## config.mk

```make
export PLATFORM = sky130hd
export DESIGN_NAME = socks5_request_parser
export DESIGN_NICKNAME = d
export VERILOG_FILES = /design/src/rtl/socks_pkg.sv /design/src/rtl/socks5_request_parser.sv /design/src/rtl/socks_parse.sv /design/src/rtl/socks_skid.sv
export SDC_FILE = /design/constraint.sdc
export NUM_CORES = 1
export LEC_CHECK = 0
export BUFFER_PORTS_ARGS = -buffer_cell sky130_fd_sc_hd__buf_2
export CAP_MARGIN = 20
export CORE_ASPECT_RATIO = 0.8
export CORE_UTILIZATION = 42
export CTS_CLUSTER_DIAMETER = 30
export DETAILED_ROUTE_END_ITERATION = 16
export PLACE_DENSITY = 0.6
export SYNTH_ARGS = -nofsm -noshare
export SYNTH_HDL_FRONTEND = slang
export SYNTH_SLANG_ARGS = --single-unit
export TNS_END_PERCENT = 100
```

## constraint.sdc

```tcl
create_clock -name clock -period 6.75 [get_ports clock]
set_input_delay 0.675 -clock clock [delete_from_list [all_inputs] [get_ports clock]]
set_output_delay 0.675 -clock clock [all_outputs]
set_load 0.05 [all_outputs]
```

## src/rtl/socks_pkg.sv

```systemverilog
// shared types and constants for the socks5 request parser
package socks_pkg;

   localparam int COUNT_WIDTH = 9;

   localparam logic [7:0] SOCKS_VERSION = 8'd5;
   localparam logic [7:0] RESERVED_VAL  = 8'h00;
   localparam logic [7:0] ATYP_IPV4     = 8'd1;
   localparam logic [7:0] ATYP_DOMAIN   = 8'd3;
   localparam logic [7:0] ATYP_IPV6     = 8'd4;
   localparam logic [7:0] IPV4_LEN      = 8'd4;
   localparam logic [7:0] IPV6_LEN      = 8'd16;

   typedef enum logic [3:0] {
      PH_VER    = 4'd0,
      PH_CMD    = 4'd1,
      PH_RSV    = 4'd2,
      PH_ATYP   = 4'd3,
      PH_DOMLEN = 4'd4,
      PH_ADDR   = 4'd5,
      PH_PORTHI = 4'd6,
      PH_PORTLO = 4'd7,
      PH_SKIP   = 4'd8
   } phase_type;

   typedef enum logic [1:0] {
      ST_BUSY  = 2'd0,
      ST_DONE  = 2'd1,
      ST_ERROR = 2'd2
   } status_type;

   typedef enum logic [2:0] {
      ERR_NONE      = 3'd0,
      ERR_VERSION   = 3'd1,
      ERR_RESERVED  = 3'd2,
      ERR_ATYP      = 3'd3,
      ERR_TRUNCATED = 3'd4
   } cause_type;

   typedef struct packed {
      logic [7:0] data_byte;
      logic       end_of_buffer;
   } req_type;

   typedef struct packed {
      phase_type              field_kind;
      logic [7:0]             field_index;
      logic [7:0]             byte_value;
      status_type             status;
      cause_type              error_cause;
      logic [7:0]             command_code;
      logic [7:0]             address_kind;
      logic [15:0]            dest_port;
      logic [COUNT_WIDTH-1:0] consumed_count;
   } rsp_type;

endpackage

```

## src/rtl/socks5_request_parser.sv

```systemverilog
// top level of the socks5 request parser
//
//   port group  direction  payload    handshake
//   req_        in         req_type   req_valid / req_stall
//   rsp_        out        rsp_type   rsp_valid / rsp_stall
//
// one byte per cycle while req_stall is low; each accepted beat yields one registered result beat
// the parser state advances in the accept cycle, so beats may come back to back
// a two-entry output buffer (register plus skid) decouples rsp_stall from req_stall
// req_stall rises only while both output entries are occupied
// reset is synchronous and returns the parser to expecting a version byte
module socks5_request_parser
   import socks_pkg::*;
(
   input  logic    clock,
   input  logic    reset,
   input  logic    req_valid,
   output logic    req_stall,
   input  req_type req_data,
   output logic    rsp_valid,
   input  logic    rsp_stall,
   output rsp_type rsp_data
);

   logic    accept;
   logic    buf_full;
   rsp_type step_result;

   assign req_stall = buf_full;
   assign accept    = req_valid && !buf_full;

   socks_parse u_parse (
      .clock    (clock),
      .reset    (reset),
      .step_en  (accept),
      .req_data (req_data),
      .result   (step_result)
   );

   socks_skid u_skid (
      .clock     (clock),
      .reset     (reset),
      .load      (accept),
      .load_data (step_result),
      .full      (buf_full),
      .out_valid (rsp_valid),
      .out_stall (rsp_stall),
      .out_data  (rsp_data)
   );

endmodule

```

## src/rtl/socks_parse.sv

```systemverilog
// parser state machine: tags one byte per beat and updates request state
module socks_parse
   import socks_pkg::*;
(
   input  logic    clock,
   input  logic    reset,
   input  logic    step_en,
   input  req_type req_data,
   output rsp_type result
);

   phase_type              phase_ff, phase_in;
   logic [7:0]             remaining_ff, remaining_in;
   logic [7:0]             position_ff, position_in;
   logic [COUNT_WIDTH-1:0] count_ff, count_in;
   logic [7:0]             command_ff, command_in;
   logic [7:0]             atyp_ff, atyp_in;
   logic [7:0]             port_high_ff, port_high_in;
   logic                   ver_bad_ff, ver_bad_in;
   logic                   rsv_bad_ff, rsv_bad_in;

   logic [7:0] b;
   logic       eob;
   cause_type  cause;

   assign b   = req_data.data_byte;
   assign eob = req_data.end_of_buffer;

   always_comb begin
      phase_in     = phase_ff;
      remaining_in = remaining_ff;
      position_in  = position_ff;
      count_in     = count_ff;
      command_in   = command_ff;
      atyp_in      = atyp_ff;
      port_high_in = port_high_ff;
      ver_bad_in   = ver_bad_ff;
      rsv_bad_in   = rsv_bad_ff;
      cause        = ERR_NONE;

      result            = '0;
      result.field_kind = phase_ff;
      result.byte_value = b;
      result.status     = ST_BUSY;
      result.error_cause = ERR_NONE;

      if (phase_ff != PH_SKIP) begin
         count_in = count_ff + COUNT_WIDTH'(1);
      end

      case (phase_ff)
         PH_VER: begin
            ver_bad_in = (b != SOCKS_VERSION);
            phase_in   = PH_CMD;
         end
         PH_CMD: begin
            command_in = b;
            phase_in   = PH_RSV;
         end
         PH_RSV: begin
            rsv_bad_in = (b != RESERVED_VAL);
            phase_in   = PH_ATYP;
         end
         PH_ATYP: begin
            atyp_in     = b;
            position_in = '0;
            // header checks are deferred to this byte
            if (ver_bad_ff) begin
               cause = ERR_VERSION;
            end else if (rsv_bad_ff) begin
               cause = ERR_RESERVED;
            end else if (b == ATYP_IPV4) begin
               remaining_in = IPV4_LEN;
               phase_in     = PH_ADDR;
            end else if (b == ATYP_DOMAIN) begin
               phase_in = PH_DOMLEN;
            end else if (b == ATYP_IPV6) begin
               remaining_in = IPV6_LEN;
               phase_in     = PH_ADDR;
            end else begin
               cause = ERR_ATYP;
            end
         end
         PH_DOMLEN: begin
            remaining_in = b;
            position_in  = '0;
            // empty domain skips straight to the port
            phase_in     = (b != 8'd0) ? PH_ADDR : PH_PORTHI;
         end
         PH_ADDR: begin
            result.field_index = position_ff;
            position_in  = position_ff + 8'd1;
            remaining_in = remaining_ff - 8'd1;
            if (remaining_ff == 8'd1) begin
               phase_in = PH_PORTHI;
            end
         end
         PH_PORTHI: begin
            port_high_in = b;
            phase_in     = PH_PORTLO;
         end
         PH_PORTLO: begin
            result.status         = ST_DONE;
            result.command_code   = command_ff;
            result.address_kind   = atyp_ff;
            result.dest_port      = {port_high_ff, b};
            result.consumed_count = count_in;
            phase_in              = PH_SKIP;
         end
         default: begin
            result.field_kind = PH_SKIP;
            phase_in          = PH_SKIP;
         end
      endcase

      if (cause != ERR_NONE) begin
         result.status      = ST_ERROR;
         result.error_cause = cause;
         phase_in           = PH_SKIP;
      end else if (eob && phase_ff != PH_SKIP && phase_ff != PH_PORTLO) begin
         result.status      = ST_ERROR;
         result.error_cause = ERR_TRUNCATED;
      end

      // last beat of the buffer restarts the parser
      if (eob) begin
         phase_in     = PH_VER;
         remaining_in = '0;
         position_in  = '0;
         count_in     = '0;
         command_in   = '0;
         atyp_in      = '0;
         port_high_in = '0;
         ver_bad_in   = 1'b0;
         rsv_bad_in   = 1'b0;
      end
   end

   always_ff @(posedge clock) begin
      if (reset) begin
         phase_ff     <= PH_VER;
         remaining_ff <= '0;
         position_ff  <= '0;
         count_ff     <= '0;
         command_ff   <= '0;
         atyp_ff      <= '0;
         port_high_ff <= '0;
         ver_bad_ff   <= 1'b0;
         rsv_bad_ff   <= 1'b0;
      end else if (step_en) begin
         phase_ff     <= phase_in;
         remaining_ff <= remaining_in;
         position_ff  <= position_in;
         count_ff     <= count_in;
         command_ff   <= command_in;
         atyp_ff      <= atyp_in;
         port_high_ff <= port_high_in;
         ver_bad_ff   <= ver_bad_in;
         rsv_bad_ff   <= rsv_bad_in;
      end
   end

`ifndef SYNTHESIS
   a_eob_restarts: assert property (@(posedge clock) disable iff (reset)
      step_en && eob |=> phase_ff == PH_VER && count_ff == '0)
      else $error("parser did not restart after end of buffer");

   a_done_on_portlo: assert property (@(posedge clock) disable iff (reset)
      step_en && result.status == ST_DONE |-> phase_ff == PH_PORTLO)
      else $error("request complete outside port low byte");

   a_skip_holds: assert property (@(posedge clock) disable iff (reset)
      step_en && phase_ff == PH_SKIP && !eob |=> phase_ff == PH_SKIP)
      else $error("parser left trailing phase before end of buffer");
`endif

endmodule

```

## src/rtl/socks_skid.sv

```systemverilog
// result register with skid stage so the parser can take one further beat under stall
module socks_skid
   import socks_pkg::*;
(
   input  logic    clock,
   input  logic    reset,
   input  logic    load,
   input  rsp_type load_data,
   output logic    full,
   output logic    out_valid,
   input  logic    out_stall,
   output rsp_type out_data
);

   logic    out_valid_ff, out_valid_in;
   logic    skid_valid_ff, skid_valid_in;
   rsp_type out_ff, out_in;
   rsp_type skid_ff, skid_in;
   logic    taken;

   assign taken     = out_valid_ff && !out_stall;
   assign full      = skid_valid_ff;
   assign out_valid = out_valid_ff;
   assign out_data  = out_ff;

   always_comb begin
      out_valid_in  = out_valid_ff;
      skid_valid_in = skid_valid_ff;
      out_in        = out_ff;
      skid_in       = skid_ff;
      if (skid_valid_ff) begin
         if (taken) begin
            out_in        = skid_ff;
            skid_valid_in = 1'b0;
         end
      end else if (load) begin
         if (out_valid_ff && !taken) begin
            skid_in       = load_data;
            skid_valid_in = 1'b1;
         end else begin
            out_in       = load_data;
            out_valid_in = 1'b1;
         end
      end else if (taken) begin
         out_valid_in = 1'b0;
      end
   end

   always_ff @(posedge clock) begin
      if (reset) begin
         out_valid_ff  <= 1'b0;
         skid_valid_ff <= 1'b0;
      end else begin
         out_valid_ff  <= out_valid_in;
         skid_valid_ff <= skid_valid_in;
      end
      out_ff  <= out_in;
      skid_ff <= skid_in;
   end

`ifndef SYNTHESIS
   a_skid_behind_out: assert property (@(posedge clock) disable iff (reset)
      skid_valid_ff |-> out_valid_ff)
      else $error("skid holds a beat while output is empty");

   a_no_load_when_full: assert property (@(posedge clock) disable iff (reset)
      skid_valid_ff |-> !load)
      else $error("beat loaded while skid stage is full");

   a_stalled_beat_stable: assert property (@(posedge clock) disable iff (reset)
      out_valid_ff && out_stall |=> out_valid_ff && $stable(out_ff))
      else $error("stalled result beat changed");
`endif

endmodule
```

==> run metrics <==
Crit. End Element flip-flop; multi-input logic area 0.00284 mm^2; Final Skew 8.17 ps; max frequency 300 MHz; Leak 3.53 nW; nets 736; Layout fillers 1683; CP Launch Type flip-flop; max-slew violations 0; max_cap viols 0; remaining global-route overflow 0; YS warnings 0; status completed; drt first pass iters 4; CTS resizes 0; slowest cell delay on critical path 910 ps; worst skew pair latency 430 ps; Post-Route WL 16.9 mm; clock-pin slew on the worst setup and hold paths 70 ps; Tightest Pin Transition 1130 ps; Tot Pwr 2.62 mW; Hold Fails Final Rpt 0; Starting Density 42.8%; # DRC 0; post-synth top area share 48.9%; CP delay by family, top simple AND/OR/NAND/NOR gates; Post-DRT Antenna Nets 0; CTS Root Cell clkbuf_16; Max clock buf depth 2; Num CTS Buffers 17; core area 0.0189 mm^2; Critical Path AT 3400 ps; Synth Net Count 671; final RePlAce weighted congestion 0.845; Synth cell types 53; post-DR wirelength/cell 17.0 um; cell taking the most area after synthesis edfxtp_1; GRT Total Usage 17.9%; Required @ worst endpoint 6810 ps; initial antenna violation count 0; post-synthesis register bit count 189; Tcrit/Tclk final 49.4%; hold buffer count at cts 0; Post-synth EDFFs 132; 1st-iter DRT viols 345; Worst VDD drop 143 uV; number of post-CTS setup repair buffers 0; Hold Slack 487 ps; die area 0.0199 mm^2; crit path time final 3330 ps; dpl cells 958; final worst setup slack 3420 ps; final core area utilization 49.5%; CTS H-tree lvls 4; syn_area_per_cell 12.4 um^2; synth top area cells edfxtp_1 49%, dfxtp_1 14%, mux2_2 7.1%; setup TNS 0 ps; non-filler cells, final 990; sequential cell area 0.00511 mm^2; Ant. Diodes 0; Cell Pwr Density 279 mW/mm^2; Seq/Total Area, Yosys 63.0%; Cell Rows 45; Die X 157 um; P&R area growth vs syn 15.5%; DR vias 5270; CP bufs+invs 1; dominant synthesized flop cell edfxtp_1; first-pass GRT wire length 27.1 mm; CP Cell Sequence nor2b_1, a21oi_1, a21oi_4, buf_4; largest net degree at the start of global routing 88; Post-DP Area 0.00873 mm^2; I/O pin count 81; vias in the first global route 5079; pre-CTS setup slack 3290 ps; Gate Count Post-Synth 654; Port Buffer Count 80; HP Class flip-flop to flip-flop; CTS tree done; WS Path Type flip-flop to flip-flop; synthesized area 0.00810 mm^2; dpl hpwl 10.9 mm; RSZ-0062 raised after global routing no; slew margin rel. 23.9%; Post-synth ARST share 0%; Die H 126 um; Non-Filler Cell Area, Final 0.00936 mm^2; layout cell share with drive strength beyond 1 23.9%; Worst path slowest cell nor2b_1; maximum fanout along the worst path 87; CTS Sinks 189; setup violators final 0; DR vias/cell 5.32
==> final cells by class <==
class / instances / share of cell area, %
well taps: 258 / 3.45
clock buffers: 19 / 4.73
flip-flops and latches: 189 / 54.6
multi-input cells: 419 / 30.3
inverters: 8 / 0.321
clock inverters: 13 / 2.01
repair buffers: 84 / 4.60
==> cells in the mapped netlist, types with 10 or more instances <==
cell	n
o31ai_1	13
and2_1	42
a21oi_1	26
nand3_1	11
nor2b_1	13
nor2_1	64
dfxtp_1	57
clkbuf_1	35
nand2b_1	10
o21ai_0	22
mux2i_1	26
edfxtp_1	132
mux2_2	51
nand2_1	34
==> layout by cell type, fill, tap and decap left out, drive strengths merged, types with 8 or more instances in the layout <==
cell type,netlist,final
mux2,51,51
dfxtp,57,57
and2,42,42
clkbuf,35,19
buf,3,84
inv,8,10
o31ai,13,13
nand2b,10,10
nand2,34,34
nor3,8,8
nor2,64,64
or3,8,8
a21oi,26,26
nor2b,13,13
nand3,11,11
o21ai,24,24
edfxtp,132,132
mux2i,26,26
==> kinds of logic after synthesis <==
group / synth area share (%)
simple gates: 14.3
flops: 63.0
compound gates: 8.53
mux: 10.3
buf+inv: 2.13
xor+xnor: 1.08
fa+ha+maj: 0.618
==> flip-flops by register name, indices dropped and copies added (netlist names), 8 cells and up <==
register,count
u_skid.skid_ff,66
u_parse.position_ff,8
u_parse.remaining_ff,8
u_parse.count_ff,9
u_skid.out_data,66
u_parse.port_high_ff,8
u_parse.atyp_ff,8
u_parse.command_ff,8
==> final timing paths <==
path                                from                      to  slack, ps  cells past startpoint
setup / recovery             u_skid.full     u_skid.out_data[23]       3420                      4
hold / removal    u_parse.position_ff[7]  u_parse.position_ff[7]        490                      2
setup reg to reg             u_skid.full     u_skid.out_data[23]       3420                      4
hold reg to reg   u_parse.position_ff[7]  u_parse.position_ff[7]        490                      2
==> power breakdown <==
group / leakage (nW) / switching, mW / internal [mW] / total [mW]
logic: 1.46 / 0.187 / 0.0563 / 0.243
clock network: 0.300 / 0.433 / 0.632 / 1.07
registers: 1.78 / 0.0243 / 1.28 / 1.31
total: 3.53 / 0.644 / 1.97 / 2.62
==> routing by layer <==
| metal | GRT usage [%] | wire, um | vias up |
|---|---|---|---|
| met4 | 5.37 | 193 | 0 |
| li1 | - | - | 2556 |
| met5 | 0 | 0 | - |
| met2 | 27.5 | 7660 | 131 |
| met3 | 4.09 | 769 | 17 |
| met1 | 25.2 | 8240 | 2566 |
==> tightest hold or removal path, cell delays in order (launching register included) <==
cell,delay [ps]
dfxtp_1,330
nand2_1,60
a21oi_1,50
Power figures use the tool's default switching activity.
